File: config.mk
export PLATFORM = sky130hd
export DESIGN_NAME = serial_led_command_line_parser_core_flat
export DESIGN_NICKNAME = d
export VERILOG_FILES = /design/src/sv/slcp_pkg.sv /design/src/sv/slcp_if.sv /design/src/sv/serial_led_command_line_parser_core.sv /design/src/sv/slcp_ctrl.sv /design/src/sv/slcp_dp.sv /design/src/flat_wrapper.sv
export SDC_FILE = /design/constraint.sdc
export NUM_CORES = 1
export LEC_CHECK = 0
export BUFFER_PORTS_ARGS = -buffer_cell sky130_fd_sc_hd__buf_4
export CAP_MARGIN = 20
export CORE_ASPECT_RATIO = 1.75
export CORE_MARGIN = 4
export CORE_UTILIZATION = 50
export CTS_BUF_LIST = sky130_fd_sc_hd__clkbuf_2 sky130_fd_sc_hd__clkbuf_4 sky130_fd_sc_hd__clkbuf_8
export DETAILED_ROUTE_END_ITERATION = 10
export PLACE_DENSITY = 0.66
export SYNTH_ARGS = -nofsm -noshare
export SYNTH_HDL_FRONTEND = slang
export SYNTH_SLANG_ARGS = --single-unit
File: constraint.sdc
create_clock -name clock -period 7.3 [get_ports clock]
set_input_delay 0.73 -clock clock [delete_from_list [all_inputs] [get_ports clock]]
set_output_delay 0.73 -clock clock [all_outputs]
set_load 0.005 [all_outputs]
File: src/sv/slcp_pkg.sv
// shared types and constants of the serial led command line parser
package slcp_pkg;

   localparam int unsigned LINE_LEN_DEFAULT   = 64;
   localparam int unsigned MAX_TOKENS_DEFAULT = 5;
   localparam logic [15:0] TIMEOUT_RESET      = 16'd10000;
   localparam logic [15:0] HOLD_RESET         = 16'd5000;

   localparam logic [7:0] CHAR_LF    = 8'd10;
   localparam logic [7:0] CHAR_CR    = 8'd13;
   localparam logic [7:0] CHAR_SPACE = 8'd32;
   localparam logic [7:0] CHAR_HASH  = 8'd35;
   localparam logic [7:0] CHAR_SLASH = 8'd47;
   localparam logic [7:0] CHAR_TOP   = 8'd126;

   typedef enum logic [2:0] {
      MSG_NONE     = 3'd0,
      MSG_PROMPT   = 3'd1,
      MSG_OK       = 3'd2,
      MSG_TOO_LONG = 3'd3,
      MSG_TIMEOUT  = 3'd4,
      MSG_ARGS     = 3'd5,
      MSG_INVALID  = 3'd6
   } msg_type;

   typedef enum logic [1:0] {
      LED_NONE   = 2'd0,
      LED_ON     = 2'd1,
      LED_OFF    = 2'd2,
      LED_TOGGLE = 2'd3
   } led_type;

   typedef enum logic [0:0] {
      REG_TIMEOUT = 1'b0,
      REG_HOLD    = 1'b1
   } reg_type;

   typedef enum logic [1:0] {
      MODE_IDLE = 2'd0,
      MODE_RECV = 2'd1,
      MODE_HOLD = 2'd2
   } mode_type;

   typedef enum logic [2:0] {
      ST_READY,
      ST_SCAN_START,
      ST_SCAN,
      ST_SCAN_LAST,
      ST_OUT
   } state_type;

   // controller to datapath
   typedef struct packed {
      logic take;       // handle the accepted beat
      logic scan_start; // start reading the store
      logic scan_step;  // consume one read byte
      logic scan_done;  // produce the end of line result
      logic deliver;    // result taken
   } ctl_type;

   // datapath to controller
   typedef struct packed {
      logic need_scan;  // accepted beat ends a line
      logic scan_last;  // final byte is being read
   } sts_type;

   function automatic logic [7:0] fold(input logic [7:0] c);
      fold = (c >= 8'd65 && c <= 8'd90) ? c + 8'd32 : c;
   endfunction

endpackage

File: src/sv/slcp_if.sv
// valid/ready channel interfaces of the parser
interface slcp_req_if;
   logic       valid;
   logic       ready;
   logic       action;
   logic [7:0] rx_byte;
   modport source (output valid, action, rx_byte, input ready);
   modport sink (input valid, action, rx_byte, output ready);
endinterface

interface slcp_rsp_if;
   logic       valid;
   logic       ready;
   logic       echo_valid;
   logic [7:0] echo_byte;
   logic [2:0] message_code;
   logic [1:0] led_op;
   modport source (output valid, echo_valid, echo_byte, message_code, led_op,
                   input ready);
   modport sink (input valid, echo_valid, echo_byte, message_code, led_op,
                 output ready);
endinterface

interface slcp_csr_if;
   logic        valid;
   logic        ready;
   logic        index;
   logic [15:0] data;
   modport source (output valid, index, data, input ready);
   modport sink (input valid, index, data, output ready);
endinterface

File: src/sv/serial_led_command_line_parser_core.sv
// top level of the serial led command line parser
// Each request beat is a received byte or one time tick and yields exactly one
// response beat with echo, message code and led command. An ordinary beat is
// accepted, then the registered result is offered. A byte that ends a stored
// line runs a token scan that reads the line store one byte per cycle; at most
// LINE_LEN - 1 bytes are stored when a line ends. The scan rate is set by the
// single read port of the line store. Configuration writes are taken in any
// cycle.
module serial_led_command_line_parser_core #(
   parameter int unsigned LINE_LEN   = slcp_pkg::LINE_LEN_DEFAULT,
   parameter int unsigned MAX_TOKENS = slcp_pkg::MAX_TOKENS_DEFAULT
) (
   input logic       clock,
   input logic       reset,
   slcp_req_if.sink  req,
   slcp_rsp_if.source rsp,
   slcp_csr_if.sink  csr
);
   import slcp_pkg::*;

   ctl_type ctl;
   sts_type sts;

   // register writes are always taken
   assign csr.ready = 1'b1;

   slcp_ctrl u_ctrl (
      .clock     (clock),
      .reset     (reset),
      .req_valid (req.valid),
      .req_ready (req.ready),
      .rsp_valid (rsp.valid),
      .rsp_ready (rsp.ready),
      .sts       (sts),
      .ctl       (ctl)
   );

   // datapath holds the result registers, stable while the beat waits
   slcp_dp #(
      .LINE_LEN   (LINE_LEN),
      .MAX_TOKENS (MAX_TOKENS)
   ) u_dp (
      .clock        (clock),
      .reset        (reset),
      .req_action   (req.action),
      .req_rx_byte  (req.rx_byte),
      .csr_we       (csr.valid),
      .csr_index    (csr.index),
      .csr_data     (csr.data),
      .ctl          (ctl),
      .sts          (sts),
      .echo_valid   (rsp.echo_valid),
      .echo_byte    (rsp.echo_byte),
      .message_code (rsp.message_code),
      .led_op       (rsp.led_op)
   );
endmodule

File: src/sv/slcp_ctrl.sv
// controller state machine of the parser
module slcp_ctrl (
   input  logic             clock,
   input  logic             reset,
   input  logic             req_valid,
   output logic             req_ready,
   output logic             rsp_valid,
   input  logic             rsp_ready,
   input  slcp_pkg::sts_type sts,
   output slcp_pkg::ctl_type ctl
);
   import slcp_pkg::*;

   state_type state_ff, state_in;

   always_ff @(posedge clock) begin
      if (reset) state_ff <= ST_READY;
      else state_ff <= state_in;
   end

   always_comb begin
      state_in  = state_ff;
      ctl       = '0;
      req_ready = 1'b0;
      rsp_valid = 1'b0;
      unique case (state_ff)
         ST_READY: begin
            req_ready = 1'b1;
            if (req_valid) begin
               ctl.take = 1'b1;
               state_in = sts.need_scan ? ST_SCAN_START : ST_OUT;
            end
         end
         ST_SCAN_START: begin
            ctl.scan_start = 1'b1;
            state_in = sts.scan_last ? ST_SCAN_LAST : ST_SCAN;
         end
         ST_SCAN: begin
            ctl.scan_step = 1'b1;
            if (sts.scan_last) state_in = ST_SCAN_LAST;
         end
         ST_SCAN_LAST: begin
            ctl.scan_step = 1'b1;
            ctl.scan_done = 1'b1;
            state_in = ST_OUT;
         end
         ST_OUT: begin
            rsp_valid = 1'b1;
            if (rsp_ready) begin
               ctl.deliver = 1'b1;
               state_in = ST_READY;
            end
         end
         default: state_in = ST_READY;
      endcase
   end
endmodule

File: src/sv/slcp_dp.sv
// datapath of the parser: mode, counters, line store and token scan
module slcp_dp #(
   parameter int unsigned LINE_LEN   = slcp_pkg::LINE_LEN_DEFAULT,
   parameter int unsigned MAX_TOKENS = slcp_pkg::MAX_TOKENS_DEFAULT
) (
   input  logic              clock,
   input  logic              reset,
   input  logic              req_action,
   input  logic [7:0]        req_rx_byte,
   input  logic              csr_we,
   input  logic              csr_index,
   input  logic [15:0]       csr_data,
   input  slcp_pkg::ctl_type ctl,
   output slcp_pkg::sts_type sts,
   output logic              echo_valid,
   output logic [7:0]        echo_byte,
   output logic [2:0]        message_code,
   output logic [1:0]        led_op
);
   import slcp_pkg::*;

   localparam int AW = $clog2(LINE_LEN);
   localparam int PW = AW + 1;
   localparam int CW = $clog2(MAX_TOKENS + 1);

   logic [15:0] tmo_ff, hold_ff;
   mode_type    mode_ff;
   logic        prompt_ff, comment_ff;
   logic [PW-1:0] wpos_ff;
   logic [15:0] tick_ff;
   logic [7:0]  mem [LINE_LEN];
   logic [7:0]  rd_ff;
   logic [AW-1:0] raddr_ff;
   logic        inside_ff;
   logic [CW-1:0] count_ff;
   logic [2:0]  t0len_ff, t1len_ff;
   logic        t0ok_ff, on_ff, off_ff, tog_ff;
   logic        ov_ff;
   logic [7:0]  ob_ff;
   logic [2:0]  om_ff;
   logic [1:0]  ol_ff;

   wire [15:0] tlim = (tmo_ff == 16'd0) ? 16'd1 : tmo_ff;
   wire [15:0] hlim = (hold_ff == 16'd0) ? 16'd1 : hold_ff;
   wire [15:0] tick_inc = (tick_ff == 16'hFFFF) ? tick_ff : tick_ff + 16'd1;
   wire [7:0] c = req_rx_byte;
   wire is_eol = (c == CHAR_LF) || (c == CHAR_CR);

   assign sts.need_scan = (mode_ff == MODE_RECV) && !req_action && is_eol;
   assign sts.scan_last = ({1'b0, raddr_ff} + 1'b1) >= wpos_ff;

   assign echo_valid   = ov_ff;
   assign echo_byte    = ob_ff;
   assign message_code = om_ff;
   assign led_op       = ol_ff;

   always_ff @(posedge clock) begin
      if (reset) begin
         tmo_ff <= TIMEOUT_RESET;
         hold_ff <= HOLD_RESET;
      end else if (csr_we) begin
         if (csr_index == REG_TIMEOUT) tmo_ff <= csr_data;
         else hold_ff <= csr_data;
      end
   end

   // store write and registered read
   always_ff @(posedge clock) begin
      if (ctl.take && !req_action && c != 8'd0) begin
         if (mode_ff == MODE_IDLE) mem[AW'(0)] <= c;
         else if (mode_ff == MODE_RECV && !is_eol && wpos_ff < PW'(LINE_LEN))
            mem[wpos_ff[AW-1:0]] <= c;
      end
      rd_ff <= mem[ctl.scan_start ? AW'(0) : raddr_ff];
   end

   // token match for byte rd_ff at position within its token
   logic [7:0] fc;
   logic [2:0] pos;
   logic       starts;
   always_comb begin
      fc = fold(rd_ff);
      starts = !inside_ff;
      pos = starts ? 3'd0 : ((count_ff == CW'(1)) ? t0len_ff : t1len_ff);
   end

   // scan: one stored byte per cycle
   logic [CW-1:0] cnt_n;
   logic [2:0] l0_n, l1_n;
   logic t0_n, on_n, off_n, tg_n, in_n;
   always_comb begin
      cnt_n = count_ff; l0_n = t0len_ff; l1_n = t1len_ff;
      t0_n = t0ok_ff; on_n = on_ff; off_n = off_ff; tg_n = tog_ff;
      in_n = inside_ff;
      if (rd_ff == CHAR_SPACE) begin
         in_n = 1'b0;
      end else begin
         in_n = 1'b1;
         if (starts && count_ff < CW'(MAX_TOKENS)) cnt_n = count_ff + 1'b1;
         if (cnt_n == CW'(1)) begin
            if (l0_n != 3'd7) l0_n = l0_n + 3'd1;
            case (pos)
               3'd0: t0_n = (fc == 8'd108);
               3'd1: t0_n = t0_n && (fc == 8'd101);
               3'd2: t0_n = t0_n && (fc == 8'd100);
               default: t0_n = 1'b0;
            endcase
         end else if (cnt_n == CW'(2) && (starts || count_ff == CW'(2))) begin
            if (l1_n != 3'd7) l1_n = l1_n + 3'd1;
            case (pos)
               3'd0: begin on_n = fc == 8'd111; off_n = fc == 8'd111;
                  tg_n = fc == 8'd116; end
               3'd1: begin on_n = on_n && fc == 8'd110; off_n = off_n && fc == 8'd102;
                  tg_n = tg_n && fc == 8'd111; end
               3'd2: begin on_n = 1'b0; off_n = off_n && fc == 8'd102;
                  tg_n = tg_n && fc == 8'd103; end
               3'd3: begin on_n = 1'b0; off_n = 1'b0; tg_n = tg_n && fc == 8'd103; end
               3'd4: begin on_n = 1'b0; off_n = 1'b0; tg_n = tg_n && fc == 8'd108; end
               3'd5: begin on_n = 1'b0; off_n = 1'b0; tg_n = tg_n && fc == 8'd101; end
               default: begin on_n = 1'b0; off_n = 1'b0; tg_n = 1'b0; end
            endcase
         end
      end
   end

   always_ff @(posedge clock) begin
      if (reset) begin
         mode_ff <= MODE_IDLE;
         prompt_ff <= 1'b1;
         comment_ff <= 1'b0;
         wpos_ff <= '0;
         tick_ff <= '0;
      end else begin
         if (ctl.take) begin
            ov_ff <= 1'b0;
            ob_ff <= 8'd0;
            om_ff <= MSG_NONE;
            ol_ff <= LED_NONE;
            if (mode_ff == MODE_IDLE && prompt_ff) begin
               om_ff <= MSG_PROMPT;
               prompt_ff <= 1'b0;
            end
            unique case (mode_ff)
               MODE_IDLE: begin
                  if (!req_action && c != 8'd0 &&
                      (is_eol || (c > 8'd31 && c < CHAR_TOP))) begin
                     if (comment_ff || c == CHAR_HASH || c == CHAR_SLASH) begin
                        ov_ff <= 1'b1;
                        ob_ff <= c;
                        comment_ff <= !is_eol;
                        if (is_eol) prompt_ff <= 1'b1;
                     end else if (!is_eol) begin
                        ov_ff <= 1'b1;
                        ob_ff <= c;
                        wpos_ff <= PW'(1);
                        tick_ff <= '0;
                        mode_ff <= MODE_RECV;
                     end
                  end
               end
               MODE_RECV: begin
                  if (req_action) begin
                     tick_ff <= tick_inc;
                     if (tick_inc >= tlim) begin
                        om_ff <= MSG_TIMEOUT;
                        mode_ff <= MODE_HOLD;
                        tick_ff <= '0;
                     end
                  end else if (c != 8'd0) begin
                     ov_ff <= 1'b1;
                     ob_ff <= c;
                     if (is_eol) begin
                        mode_ff <= MODE_HOLD;
                        tick_ff <= '0;
                     end else if (wpos_ff + 1'b1 >= PW'(LINE_LEN)) begin
                        wpos_ff <= PW'(LINE_LEN);
                        om_ff <= MSG_TOO_LONG;
                        mode_ff <= MODE_HOLD;
                        tick_ff <= '0;
                     end else begin
                        wpos_ff <= wpos_ff + 1'b1;
                     end
                  end
               end
               default: begin
                  if (req_action) begin
                     tick_ff <= tick_inc;
                     if (tick_inc >= hlim) begin
                        mode_ff <= MODE_IDLE;
                        prompt_ff <= 1'b1;
                        tick_ff <= '0;
                     end
                  end
               end
            endcase
         end
         // end of line result, with the final byte folded in
         if (ctl.scan_done) begin
            if (cnt_n == '0 || cnt_n >= CW'(MAX_TOKENS)) om_ff <= MSG_ARGS;
            else if (cnt_n < CW'(2) || !(t0_n && l0_n == 3'd3)) om_ff <= MSG_INVALID;
            else if (on_n && l1_n == 3'd2) begin om_ff <= MSG_OK; ol_ff <= LED_ON; end
            else if (off_n && l1_n == 3'd3) begin om_ff <= MSG_OK; ol_ff <= LED_OFF; end
            else if (tg_n && l1_n == 3'd6) begin om_ff <= MSG_OK; ol_ff <= LED_TOGGLE; end
            else om_ff <= MSG_INVALID;
         end
      end
   end

   always_ff @(posedge clock) begin
      if (ctl.scan_start) begin
         raddr_ff <= AW'(1);
         inside_ff <= 1'b0;
         count_ff <= '0;
         t0len_ff <= '0; t1len_ff <= '0;
         t0ok_ff <= 1'b0; on_ff <= 1'b0; off_ff <= 1'b0; tog_ff <= 1'b0;
      end else if (ctl.scan_step) begin
         raddr_ff <= raddr_ff + 1'b1;
         inside_ff <= in_n;
         count_ff <= cnt_n;
         t0len_ff <= l0_n; t1len_ff <= l1_n;
         t0ok_ff <= t0_n; on_ff <= on_n; off_ff <= off_n; tog_ff <= tg_n;
      end else if (ctl.take) begin
         // first byte of the line is the one read at scan start
         raddr_ff <= '0;
      end
   end
endmodule

File: src/flat_wrapper.sv
// flat-port wrapper written by rule: the top's interface ports become plain ports
module serial_led_command_line_parser_core_flat import slcp_pkg::*;
#(
   parameter int unsigned LINE_LEN   = slcp_pkg::LINE_LEN_DEFAULT,
   parameter int unsigned MAX_TOKENS = slcp_pkg::MAX_TOKENS_DEFAULT
)
  (clock, reset, req_valid, req_action, req_rx_byte, req_ready, rsp_valid, rsp_echo_valid, rsp_echo_byte, rsp_message_code, rsp_led_op, rsp_ready, csr_valid, csr_index, csr_data, csr_ready);
  slcp_req_if req_i ();
  slcp_rsp_if rsp_i ();
  slcp_csr_if csr_i ();
  input logic clock;
  input logic reset;
  input wire logic [$bits(req_i.valid)-1:0] req_valid;
  input wire logic [$bits(req_i.action)-1:0] req_action;
  input wire logic [$bits(req_i.rx_byte)-1:0] req_rx_byte;
  output wire logic [$bits(req_i.ready)-1:0] req_ready;
  output wire logic [$bits(rsp_i.valid)-1:0] rsp_valid;
  output wire logic [$bits(rsp_i.echo_valid)-1:0] rsp_echo_valid;
  output wire logic [$bits(rsp_i.echo_byte)-1:0] rsp_echo_byte;
  output wire logic [$bits(rsp_i.message_code)-1:0] rsp_message_code;
  output wire logic [$bits(rsp_i.led_op)-1:0] rsp_led_op;
  input wire logic [$bits(rsp_i.ready)-1:0] rsp_ready;
  input wire logic [$bits(csr_i.valid)-1:0] csr_valid;
  input wire logic [$bits(csr_i.index)-1:0] csr_index;
  input wire logic [$bits(csr_i.data)-1:0] csr_data;
  output wire logic [$bits(csr_i.ready)-1:0] csr_ready;
  assign req_i.valid = req_valid;
  assign req_i.action = req_action;
  assign req_i.rx_byte = req_rx_byte;
  assign req_ready = req_i.ready;
  assign rsp_valid = rsp_i.valid;
  assign rsp_echo_valid = rsp_i.echo_valid;
  assign rsp_echo_byte = rsp_i.echo_byte;
  assign rsp_message_code = rsp_i.message_code;
  assign rsp_led_op = rsp_i.led_op;
  assign rsp_i.ready = rsp_ready;
  assign csr_i.valid = csr_valid;
  assign csr_i.index = csr_index;
  assign csr_i.data = csr_data;
  assign csr_ready = csr_i.ready;
  serial_led_command_line_parser_core #(.LINE_LEN(LINE_LEN), .MAX_TOKENS(MAX_TOKENS)) u_core (.clock(clock), .reset(reset), .req(req_i), .rsp(rsp_i), .csr(csr_i));
endmodule
# Word-level counts from Yosys, hierarchy flattened
# Memory sizes are Yosys's and may differ from the RTL's. A register that Yosys moved wholly into a read port is not among the register bits.
# Index checks and enable logic that the tools add are counted.
[word_totals]
ff_bits = 96
mem_bits_rw = 512
out_inout_bits = 17
word_cells = 279
mem_count = 1
[mem_list]
columns = ["memory", "depth", "word_bits", "rd", "rd_clocked_by_memory_dff", "wr", "line_no", "source"]
rows = [
  ["u_core.u_dp.mem", 64, 8, 1, 1, 1, "slcp_dp.sv:31", "logic [7:0] mem [LINE_LEN];"],
]
[classes]
n_addsub = 8
magnitude_cmp = 12
n_eq_ne = 46
muxes = 128
bitwise_logic = 2
n_reduce_logical = 61
[ops]
columns = ["op", "count"]
rows = [
  ["two-way mux 16 bit", 13],
  ["two-way mux 3 bit", 29],
  ["equality test 8 x 7 -> 1 bit (second input constant)", 8],
  ["two-way mux 8 bit", 7],
  ["two-way mux 7 bit", 7],
  ["two-way mux 1 bit", 40],
  ["two-way mux 2 bit", 17],
  ["greater-or-equal comparator 16 bit", 2],
  ["zero test 16 bit", 2],
  ["case mux 16 bit (2 select lines)", 1],
  ["equality test 3 x 2 -> 1 bit (second input constant)", 9],
  ["logical AND 1 bit", 25],
  ["equality test 8 x 6 -> 1 bit (second input constant)", 3],
  ["two-way mux 6 bit", 4],
  ["adder 16 x 1 -> 16 bit (second input constant)", 1],
  ["equality test 16 bit (second input constant)", 1],
  ["equality test 8 x 4 -> 1 bit (second input constant)", 2],
  ["case mux 8 bit (2 select lines)", 1],
  ["case mux 3 bit (5 select lines)", 1],
  ["inequality test 2 bit (second input constant)", 7],
  ["case mux 7 bit (2 select lines)", 1],
  ["equality test 3 x 1 -> 1 bit (second input constant)", 4],
  ["equality test 3 bit (second input constant)", 4],
  ["adder 3 x 1 -> 3 bit (second input constant)", 3],
  ["other kinds (39)", 65],
]

# Longest topological paths before layout
# Gate-level depths: netlist of the first run.
[depth]
ltp_word = 17
ltp_mapped = 18

# Cells and area by module
# A second synthesis of the first run with hierarchy kept.
[unflattened]
hier_cells = 1923
area_unflattened_um2 = 26497.9
[modules_own_cells]
columns = ["module", "n_inst", "cells_per_inst", "area_per_inst_um2", "seq_area_each_um2"]
rows = [
  ["slcp_dp", 1, 1894, 26282.7, 17536.8],
  ["slcp_ctrl", 1, 27, 203.9, 60.1],
  ["serial_led_command_line_parser_core", 1, 2, 11.3, 0.0],
]

# Worst setup path after synthesis of the first run
# No wires, ideal clock.
[synth_path]
path_type = "register to register"
from = "reg u_core.u_dp.tick_ff[3]"
to = "reg u_core.u_dp.tick_ff[14]"
setup_time_ns = 0.071
arrival_ns = 3.734
setup_slack_ns = 3.495
path_stages_with_launch = 19
n_path_buf = 3
synth_period_minus_slack_ns = 3.805
cell_sequence = "dfxtp_1 > clkbuf_1 > nand3_1 > nor3_1 > nand4_1 > and4_1 > clkbuf_1 > nand3_1 > xnor2_1 > ha_1 > a21o_1 > a21o_1 > a221oi_1 > o211ai_1 > a21oi_1 > o21bai_1 > o21ai_1 > clkbuf_1 > a21oi_1"
[synth_via]
elab_chain_len = 6
elab_cells_between_ends = 10
cone_classes = "add/sub (1); order compare (2); eq/ne (1); mux (6)"
[synth_rtl]
columns = ["element", "line_no", "source"]
rows = [
  ["from (decl)", "slcp_dp.sv:30", "logic [15:0] tick_ff;"],
  ["from (signal assigned)", "slcp_dp.sv:163", "tick_ff <= tick_inc;"],
  ["from (signal assigned)", "slcp_dp.sv:187", "tick_ff <= tick_inc;"],
  ["adder 16 x 1 -> 16 bit / equality test 16 bit (equally long branches)", "slcp_dp.sv:45", "wire [15:0] tick_inc = (tick_ff == 16'hFFFF) ? tick_ff : tick_ff + 16'd1;"],
  ["two-way mux 16 bit *", "slcp_dp.sv:45", ""],
  ["greater-or-equal comparator 16 bit (on tied branches)", "slcp_dp.sv:188, slcp_dp.sv:164", ""],
  ["two-way mux 16 bit (on tied branches)", "slcp_dp.sv:188, slcp_dp.sv:164", ""],
  ["two-way mux 16 bit (on tied branches)", "slcp_dp.sv:186, slcp_dp.sv:162", ""],
  ["case mux 16 bit (2 select lines) *", "slcp_dp.sv:143", "unique case (mode_ff)"],
]
# Every way passes the cells marked *; elsewhere a longest branch is shown, timed or not. The select of a mux whose other input is x is not followed.
# A chain may end at the register's enable or synchronous reset.

# Worst setup path after layout of the first run
[layout_path]
from = "reg u_core.u_dp.tick_ff[3]"
to = "reg u_core.u_dp.om_ff[2] (netlist: u_core.u_dp.message_code[2]), data pin"
[layout_via]
elab_chain_len = 8
elab_cells_between_ends = 9
cone_classes = "add/sub (1); order compare (1); eq/ne (1); mux (6)"
[layout_rtl]
columns = ["element", "line_no", "source"]
rows = [
  ["adder 16 x 1 -> 16 bit / equality test 16 bit (equally long branches)", "slcp_dp.sv:45", ""],
  ["two-way mux 16 bit *", "slcp_dp.sv:45", ""],
  ["greater-or-equal comparator 16 bit *", "slcp_dp.sv:164", "if (tick_inc >= tlim) begin"],
  ["two-way mux 3 bit *", "slcp_dp.sv:164", ""],
  ["two-way mux 3 bit *", "slcp_dp.sv:162", "if (req_action) begin"],
  ["two-way mux 3 bit *", "slcp_dp.sv:143", ""],
  ["two-way mux 3 bit *", "slcp_dp.sv:134", "if (ctl.take) begin"],
  ["two-way mux 3 bit *", "slcp_dp.sv:198", "if (ctl.scan_done) begin"],
  ["to (signal assigned)", "slcp_dp.sv:137", "om_ff <= MSG_NONE;"],
  ["to (signal assigned)", "slcp_dp.sv:199", "if (cnt_n == '0 || cnt_n >= CW'(MAX_TOKENS)) om_ff <= MSG_ARGS;"],
  ["to (signal assigned)", "slcp_dp.sv:200", "else if (cnt_n < CW'(2) || !(t0_n && l0_n == 3'd3)) om_ff <= MSG_INVALID;"],
  ["to (decl)", "slcp_dp.sv:40", "logic [2:0] om_ff;"],
]
# Marked as above.

==> results_dict.tcl, run 1 <==
set metrics [dict create \
    status "finished clean" \
    first_pass_iters 6 \
    synth-compound-area-share_pct 10.7 \
    ir_worst_vdd_mv 0.263 \
    fmax_ghz 0.227 \
    multiInputGateArea_mm2 0.00849 \
    async_flop_share_pct 0 \
    hpwl_um 46400 \
    globalplace.congestion 0.930 \
    antenna_found_initial 1 \
    drtIter0Drc 1419 \
    reg2reg_from "u_core.u_dp.tick_ff[3]" \
    seqCellArea_mm2 0.0176 \
    clock_sinks 616 \
    cts_buffers 83 \
    nets 2218 \
    clk_path_buf_depth 3 \
    reg2reg_slack_ns 2.90 \
    min-delay-start "csr_data[8]" \
    route.met2.wl_um 38400 \
    finClkSkew_ns 0.0329 \
    p_comb_share_pct 11.9 \
    hold_class "input pin to register" \
    die_h_um 314 \
    drv_cap 0 \
    cts_setup_buffers 0 \
    r2r_end "u_core.u_dp.message_code[2]" \
    avgViaCountPerCell 6.03 \
    fin_crit_ns 4.40 \
    cp_num_buf_inv 0 \
    crit_slowest_cell "dfxtp_1" \
    clk_latency_ns 0.68 \
    synth_top_family_by_area "simple AND/OR/NAND/NOR gates" \
    ys_ff_latch 616 \
    grt_max_degree 95 \
    cp.arrival_ns 4.81 \
    yosys.area_share.adder_pct 2.25 \
    cp-start-kind "register" \
    synth_seq_area_share_pct 65.8 \
    core_mm2 0.0526 \
    grt_pass1_wl_um 103000 \
    crit_path_cell_trace "nand3_1 -> nor3_1 -> nand4_1 -> and4_1 -> nand3_1 -> xnor2_1 -> ha_1 -> a21o_1 -> a21o_1 -> a221oi_1 -> o211ai_1 -> a21boi_0 -> o31a_1 -> nor2_1 -> o21a_1" \
    die_area_mm2 0.0574 \
    swShare_pct 25.3 \
    grt_pass1_vias 17300 \
    path_delay_family "simple AND/OR/NAND/NOR gates" \
    crit_path_end_kind "register" \
    drtAntennaViolNets 0 \
    finalSetupViolCount 0 \
    synth_warnings 0 \
    htree_levels 3 \
    synthXorXnorAreaFrac_pct 0.982 \
    worstHoldEndpoint "u_core.u_dp.hold_ff[8]" \
    slew_headroom_pct 27.7 \
    avgSynthCellArea_um2 12.7 \
    hold_violations 0 \
    root_buffer "clkbuf_8" \
    postCtsHoldBufs 0 \
    fillers 4179 \
    port_buffers 46 \
    synthMuxAreaShare_pct 5.74 \
    rsz0062_at_grt "no" \
    power.density_mw_per_mm2 256 \
    initial_core_util_pct 50.8 \
    p_int_mw 5.62 \
    drc 0 \
    p_leak_nw 9.80 \
    critPathKind "register to register" \
    slew_viol_final 0 \
    p_switching_mw 1.91 \
    dr_wl_met3_um 3140 \
    required_ns 7.71 \
    clkTransAtPathRegs_ns 0.07 \
    whs_path_depth 3 \
    rr_worst_depth 15 \
    std_cell_rows 111 \
    gr-total-overflow 0 \
    io_pins 48 \
    netlist_area_mm2 0.0267 \
    cts_tree "yes" \
    synth_edf_count 526 \
    seq_power_share_pct 52.2 \
    area_growth_pct 9.92 \
    final_layout_size_suffix_gt1_share_pct 13.5 \
    route.top_layer_used "met4" \
    fin_crit_sh_pct 60.2 \
    max_slew.worst_pin.slew_ns 1.08 \
    post-place-ws_ns 2.59 \
    fin_setup_tns_ns 0 \
    synthCells 2112 \
    vias 17400 \
    grt_use_total_pct 23.9 \
    critPathMaxFanout 8 \
    ys_types 68 \
    slowest_delay_ns 0.46 \
    post_drt_wl_per_cell_um 24.2 \
    yosys.area_share.simple_pct 11.9 \
    p_clk_share_pct 35.9 \
    synth_nets 2191 \
    layoutNonFillerInstCount 2885 \
    routed_wl_um 69800 \
    place_inst 2730 \
    cts_resized 0 \
    wl_met1_um 24100 \
    dieWidth_um 183 \
    layout_setup_ws_ns 2.90 \
    ys.flop_type "edfxtp_1" \
]
[worst max-delay path by stage]
| stage | cells after the start | to | slack [ns] | startpoint |
|---|---|---|---|---|
| final | 15 | u_core.u_dp.message_code[2] | 2.90 | u_core.u_dp.tick_ff[3] |
| after CTS | 15 | u_core.u_dp.tick_ff[8] | 2.78 | u_core.u_dp.tick_ff[3] |
| after floorplan | 18 | u_core.u_dp.tick_ff[14] | 3.50 | u_core.u_dp.tick_ff[3] |
| after detailed placement | 8 | u_core.u_dp.mem[35][4] | 2.59 | req_rx_byte[0] |
| after global placement | 8 | u_core.u_dp.mem[35][3] | 2.63 | req_rx_byte[0] |
| after global routing | 15 | u_core.u_dp.message_code[2] | 2.60 | u_core.u_dp.tick_ff[3] |
[power by group through the flow]
stage                     Clock, mW  Sequential (mW)  Combinational [mW]
after global placement            0             4.00               0.888
final                          2.70             3.93               0.900
after detailed placement          0             4.00               0.900
after floorplan                   0             3.96               0.617
after CTS                      2.74             3.93               0.905
after global routing           2.89             3.94               0.963
[cells in the final DEF, fill, tap and decap left out, types with 64 or more instances in the layout]
cell type / instances
a21oi_1: 119
nand2_1: 316
buf_4: 69
o211ai_1: 111
dfxtp_1: 88
mux4_2: 64
clkbuf_8: 85
o21ai_0: 95
edfxtp_1: 526
nor2_1: 197
[worst min-delay path, delay by kind of cell]
family	cells	cell delay, ns
AO/OA/AOI/OAI	1	0.07
AND/OR/NAND/NOR	1	0.04
buffers and inverters	1	0.08
[state kept, by name (all words and copies together) (netlist names), 2 cells and up]
signal                    count
u_core.u_ctrl.state_ff        3
u_core.u_dp.count_ff          3
u_core.u_dp.echo_byte         8
u_core.u_dp.hold_ff          16
u_core.u_dp.led_op            2
u_core.u_dp.mem             512
u_core.u_dp.message_code      3
u_core.u_dp.mode_ff           2
u_core.u_dp.raddr_ff          6
u_core.u_dp.rd_ff             8
u_core.u_dp.t0len_ff          3
u_core.u_dp.t1len_ff          3
u_core.u_dp.tick_ff          16
u_core.u_dp.tmo_ff           16
u_core.u_dp.wpos_ff           7
[cell families after synthesis]
logic type / Yosys count
adder cells (fa/ha/maj): 48
AO/OA/AOI/OAI: 444
XOR/XNOR: 30
AND/OR/NAND/NOR: 722
multiplexers: 73
flip-flops: 616
buffers and inverters: 178
other: 1
[metrics by stage]
stage	hold WS [ns]	utilization [%]	total power, mW	area [µm²]
global placement	0.452	52.5	4.89	27600
detailed placement	0.457	52.5	4.90	27700
floorplan	0.436	-	4.58	26700
CTS	0.240	55.8	7.58	29400
global route	0.287	55.9	7.79	29400
finish	0.291	55.9	7.53	29400
[final cells by class]
class / instances / area share [%]
clock buffer: 111 / 4.64
timing repair buffer: 71 / 1.90
antenna: 1 / 0.00851
clock inverter: 41 / 1.20
inverter: 49 / 0.626
sequential: 616 / 59.9
multi-input combinational: 1318 / 28.9
tap: 678 / 2.89
[synth_stat cells (11+ instances only)]
cell type	number	share of area (%)
dfxtp_1	90	6.7
nor2_1	197	2.8
a31oi_1	15	0.35
and2_1	14	0.33
a21o_1	25	0.70
inv_1	49	0.69
xor2_1	12	0.39
and3_1	13	0.30
o21ai_0	95	1.8
ha_1	48	2.2
mux4_2	64	5.4
nor3_1	26	0.49
nand2_1	318	4.5
nand4_1	14	0.33
buf_2	11	0.21
o211ai_1	111	3.1
clkbuf_1	110	1.5
a311oi_1	26	0.85
xnor2_1	18	0.59
nand3_1	63	1.2
nor4_1	12	0.28
edfxtp_1	526	59
nand2b_1	14	0.33
a21oi_1	120	2.2
[layer usage]
layer / track usage (%) / up-vias
met4: 13.3 / 0
met5: 0 / -
met1: 25.5 / 8608
li1: - / 7995
met2: 45.3 / 620
met3: 2.87 / 176
(Power assumes the default switching activity.)
==> inputs of run 2 (changes only) <==
--- a/config.mk
+++ b/config.mk
@@ -12,7 +12,7 @@
 export CORE_UTILIZATION = 50
 export CTS_BUF_LIST = sky130_fd_sc_hd__clkbuf_2 sky130_fd_sc_hd__clkbuf_4 sky130_fd_sc_hd__clkbuf_8
 export DETAILED_ROUTE_END_ITERATION = 10
-export PLACE_DENSITY = 0.66
+export PLACE_DENSITY = 0.68
 export SYNTH_ARGS = -nofsm -noshare
 export SYNTH_HDL_FRONTEND = slang
 export SYNTH_SLANG_ARGS = --single-unit
==> constraint.sdc (replaced) <==
create_clock -name clock -period 3.6 [get_ports clock]
set_input_delay 0.36 -clock clock [delete_from_list [all_inputs] [get_ports clock]]
set_output_delay 0.36 -clock clock [all_outputs]
set_load 0.005 [all_outputs]
==> results_dict.tcl, run 2 (synthesis results as in run 1) <==
set metrics [dict create \
    p_switching_mw 3.91 \
    io_pins 48 \
    p_leak_nw 10.5 \
    nets 2355 \
    dieWidth_um 183 \
    cts_buffers 82 \
    hold_class "input pin to register" \
    core_mm2 0.0526 \
    layoutNonFillerInstCount 3024 \
    max_slew.worst_pin.slew_ns 1.21 \
    gr-total-overflow 0 \
    drc 0 \
    slew_viol_final 0 \
    area_growth_pct 14.6 \
    die_area_mm2 0.0574 \
    drv_cap 0 \
    grt_max_degree 130 \
    drtAntennaViolNets 0 \
    first_pass_iters 5 \
    status "finished clean" \
    antenna_found_initial 1 \
    fin_crit_ns 3.55 \
    layout_setup_ws_ns 0.0516 \
    critPathMaxFanout 8 \
    cp.arrival_ns 4.14 \
    port_buffers 46 \
    slew_headroom_pct 19.4 \
    initial_core_util_pct 50.8 \
    fin_crit_sh_pct 98.6 \
    grt_pass1_wl_um 106000 \
    p_int_mw 11.6 \
    ir_worst_vdd_mv 0.441 \
    final_common_cell "edfxtp_1" \
    grt_use_total_pct 24.4 \
    power.density_mw_per_mm2 507 \
    post_drt_wl_per_cell_um 23.3 \
    seq_power_share_pct 51.3 \
    cp-start-kind "register" \
    layout_common_cells "526 x edfxtp_1, 316 x nand2_1, 197 x nor2_1" \
    multiInputGateArea_mm2 0.00856 \
    hold_violations 0 \
    top_register "u_core.u_dp.mem" \
    largest_reg_flops 512 \
    finClkSkew_ns 0.0355 \
    std_cell_rows 111 \
    final_layout_size_suffix_gt1_share_pct 18.1 \
    fin_util_pct 58.2 \
    die_h_um 314 \
    grt_pass1_vias 18400 \
    swShare_pct 25.2 \
    drtIter0Drc 1552 \
    clkTransAtPathRegs_ns 0.07 \
    root_buffer "clkbuf_8" \
    post-place-ws_ns 0.0429 \
    p_comb_share_pct 12.6 \
    rr_worst_depth 17 \
    htree_levels 3 \
    p_clk_share_pct 36.1 \
    whs_path_depth 1 \
    avgViaCountPerCell 5.93 \
    critPathKind "register to register" \
    holdWs_ns 0.0422 \
    clk_path_buf_depth 3 \
    routed_wl_um 70500 \
    hpwl_um 46500 \
    seqCellArea_mm2 0.0176 \
    clk_latency_ns 0.67 \
    required_ns 4.19 \
    crit_path_end_kind "register" \
    fmax_ghz 0.282 \
    finalSetupViolCount 0 \
    place_inst 2845 \
    globalplace.congestion 0.904 \
    cts_tree "yes" \
    vias 17900 \
    clock_sinks 616 \
    fillers 4109 \
]
[run 2: worst max-delay path: stages, from the launching register on]
cell and delay (ns):
dfxtp_2 0.36, and3_4 0.20, nand3_1 0.11, inv_2 0.09, nand4_1 0.17, buf_6 0.19
buf_4 0.13, xnor2_1 0.41, ha_1 0.31, nand2b_1 0.14, a21o_1 0.17, a21oi_1 0.23
o21ai_1 0.11, a21o_1 0.21, o21bai_2 0.19, o21ai_2 0.11, buf_4 0.22, nor2_1 0.11
[run 2: through the flow]
step | cell area, µm² | TNS [ns] | power [mW]
after detailed placement | 28600 | 0 | 10.0
after global routing | 30700 | -0.785 | 16.1
after global placement | 28600 | 0 | 10.0
after CTS | 30500 | 0 | 15.6
after floorplan | 26800 | 0 | 9.29
final | 30700 | 0 | 15.5
[run 2: power by group through the flow]
stage / logic, mW / registers (mW) / clock network [mW]
floorplan: 1.25 / 8.04 / 0
global placement: 1.90 / 8.11 / 0
detailed placement: 1.94 / 8.11 / 0
CTS: 1.97 / 7.96 / 5.70
global route: 2.11 / 7.97 / 6.03
finish: 1.96 / 7.96 / 5.61
[run 2: metal layers]
metal	part of all wire (%)	vias to the layer above	global-route usage (%)	routed length (µm)
li1	-	8262	-	-
met1	33	8809	25.8	23400
met2	55	663	45.8	38800
met3	5.2	208	3.26	3690
met4	6.5	0	14.0	4570
met5	0	-	0	0
[run 2: timing repair]
item	in CTS	in global routing
hold buffers	20	0
buffers inserted	0	4
endpoints found under the setup margin	0	20
hold endpoints to repair	39	0
resized for setup	0	24
[run 2: cell type report]
type	count	share of cell area (%)
Sequential cell	616	57.4
Timing Repair Buffer	209	5.55
Multi-Input combinational cell	1318	27.9
Tap cell	678	2.77
Antenna cell	1	0.00816
Clock inverter	53	1.56
Inverter	49	0.600
Clock buffer	100	4.16
[run 2: path summary, 6_finish.rpt]
kind,slack [ns],startpoint,to
hold reg to reg,0.47,u_core.u_dp.tick_ff[15],u_core.u_dp.tick_ff[15]
setup / recovery,0.05,u_core.u_dp.tick_ff[14],u_core.u_dp.tick_ff[7]
hold / removal,0.04,req_rx_byte[3],u_core.u_dp.mem[20][3]
setup reg to reg,0.05,u_core.u_dp.tick_ff[14],u_core.u_dp.tick_ff[7]
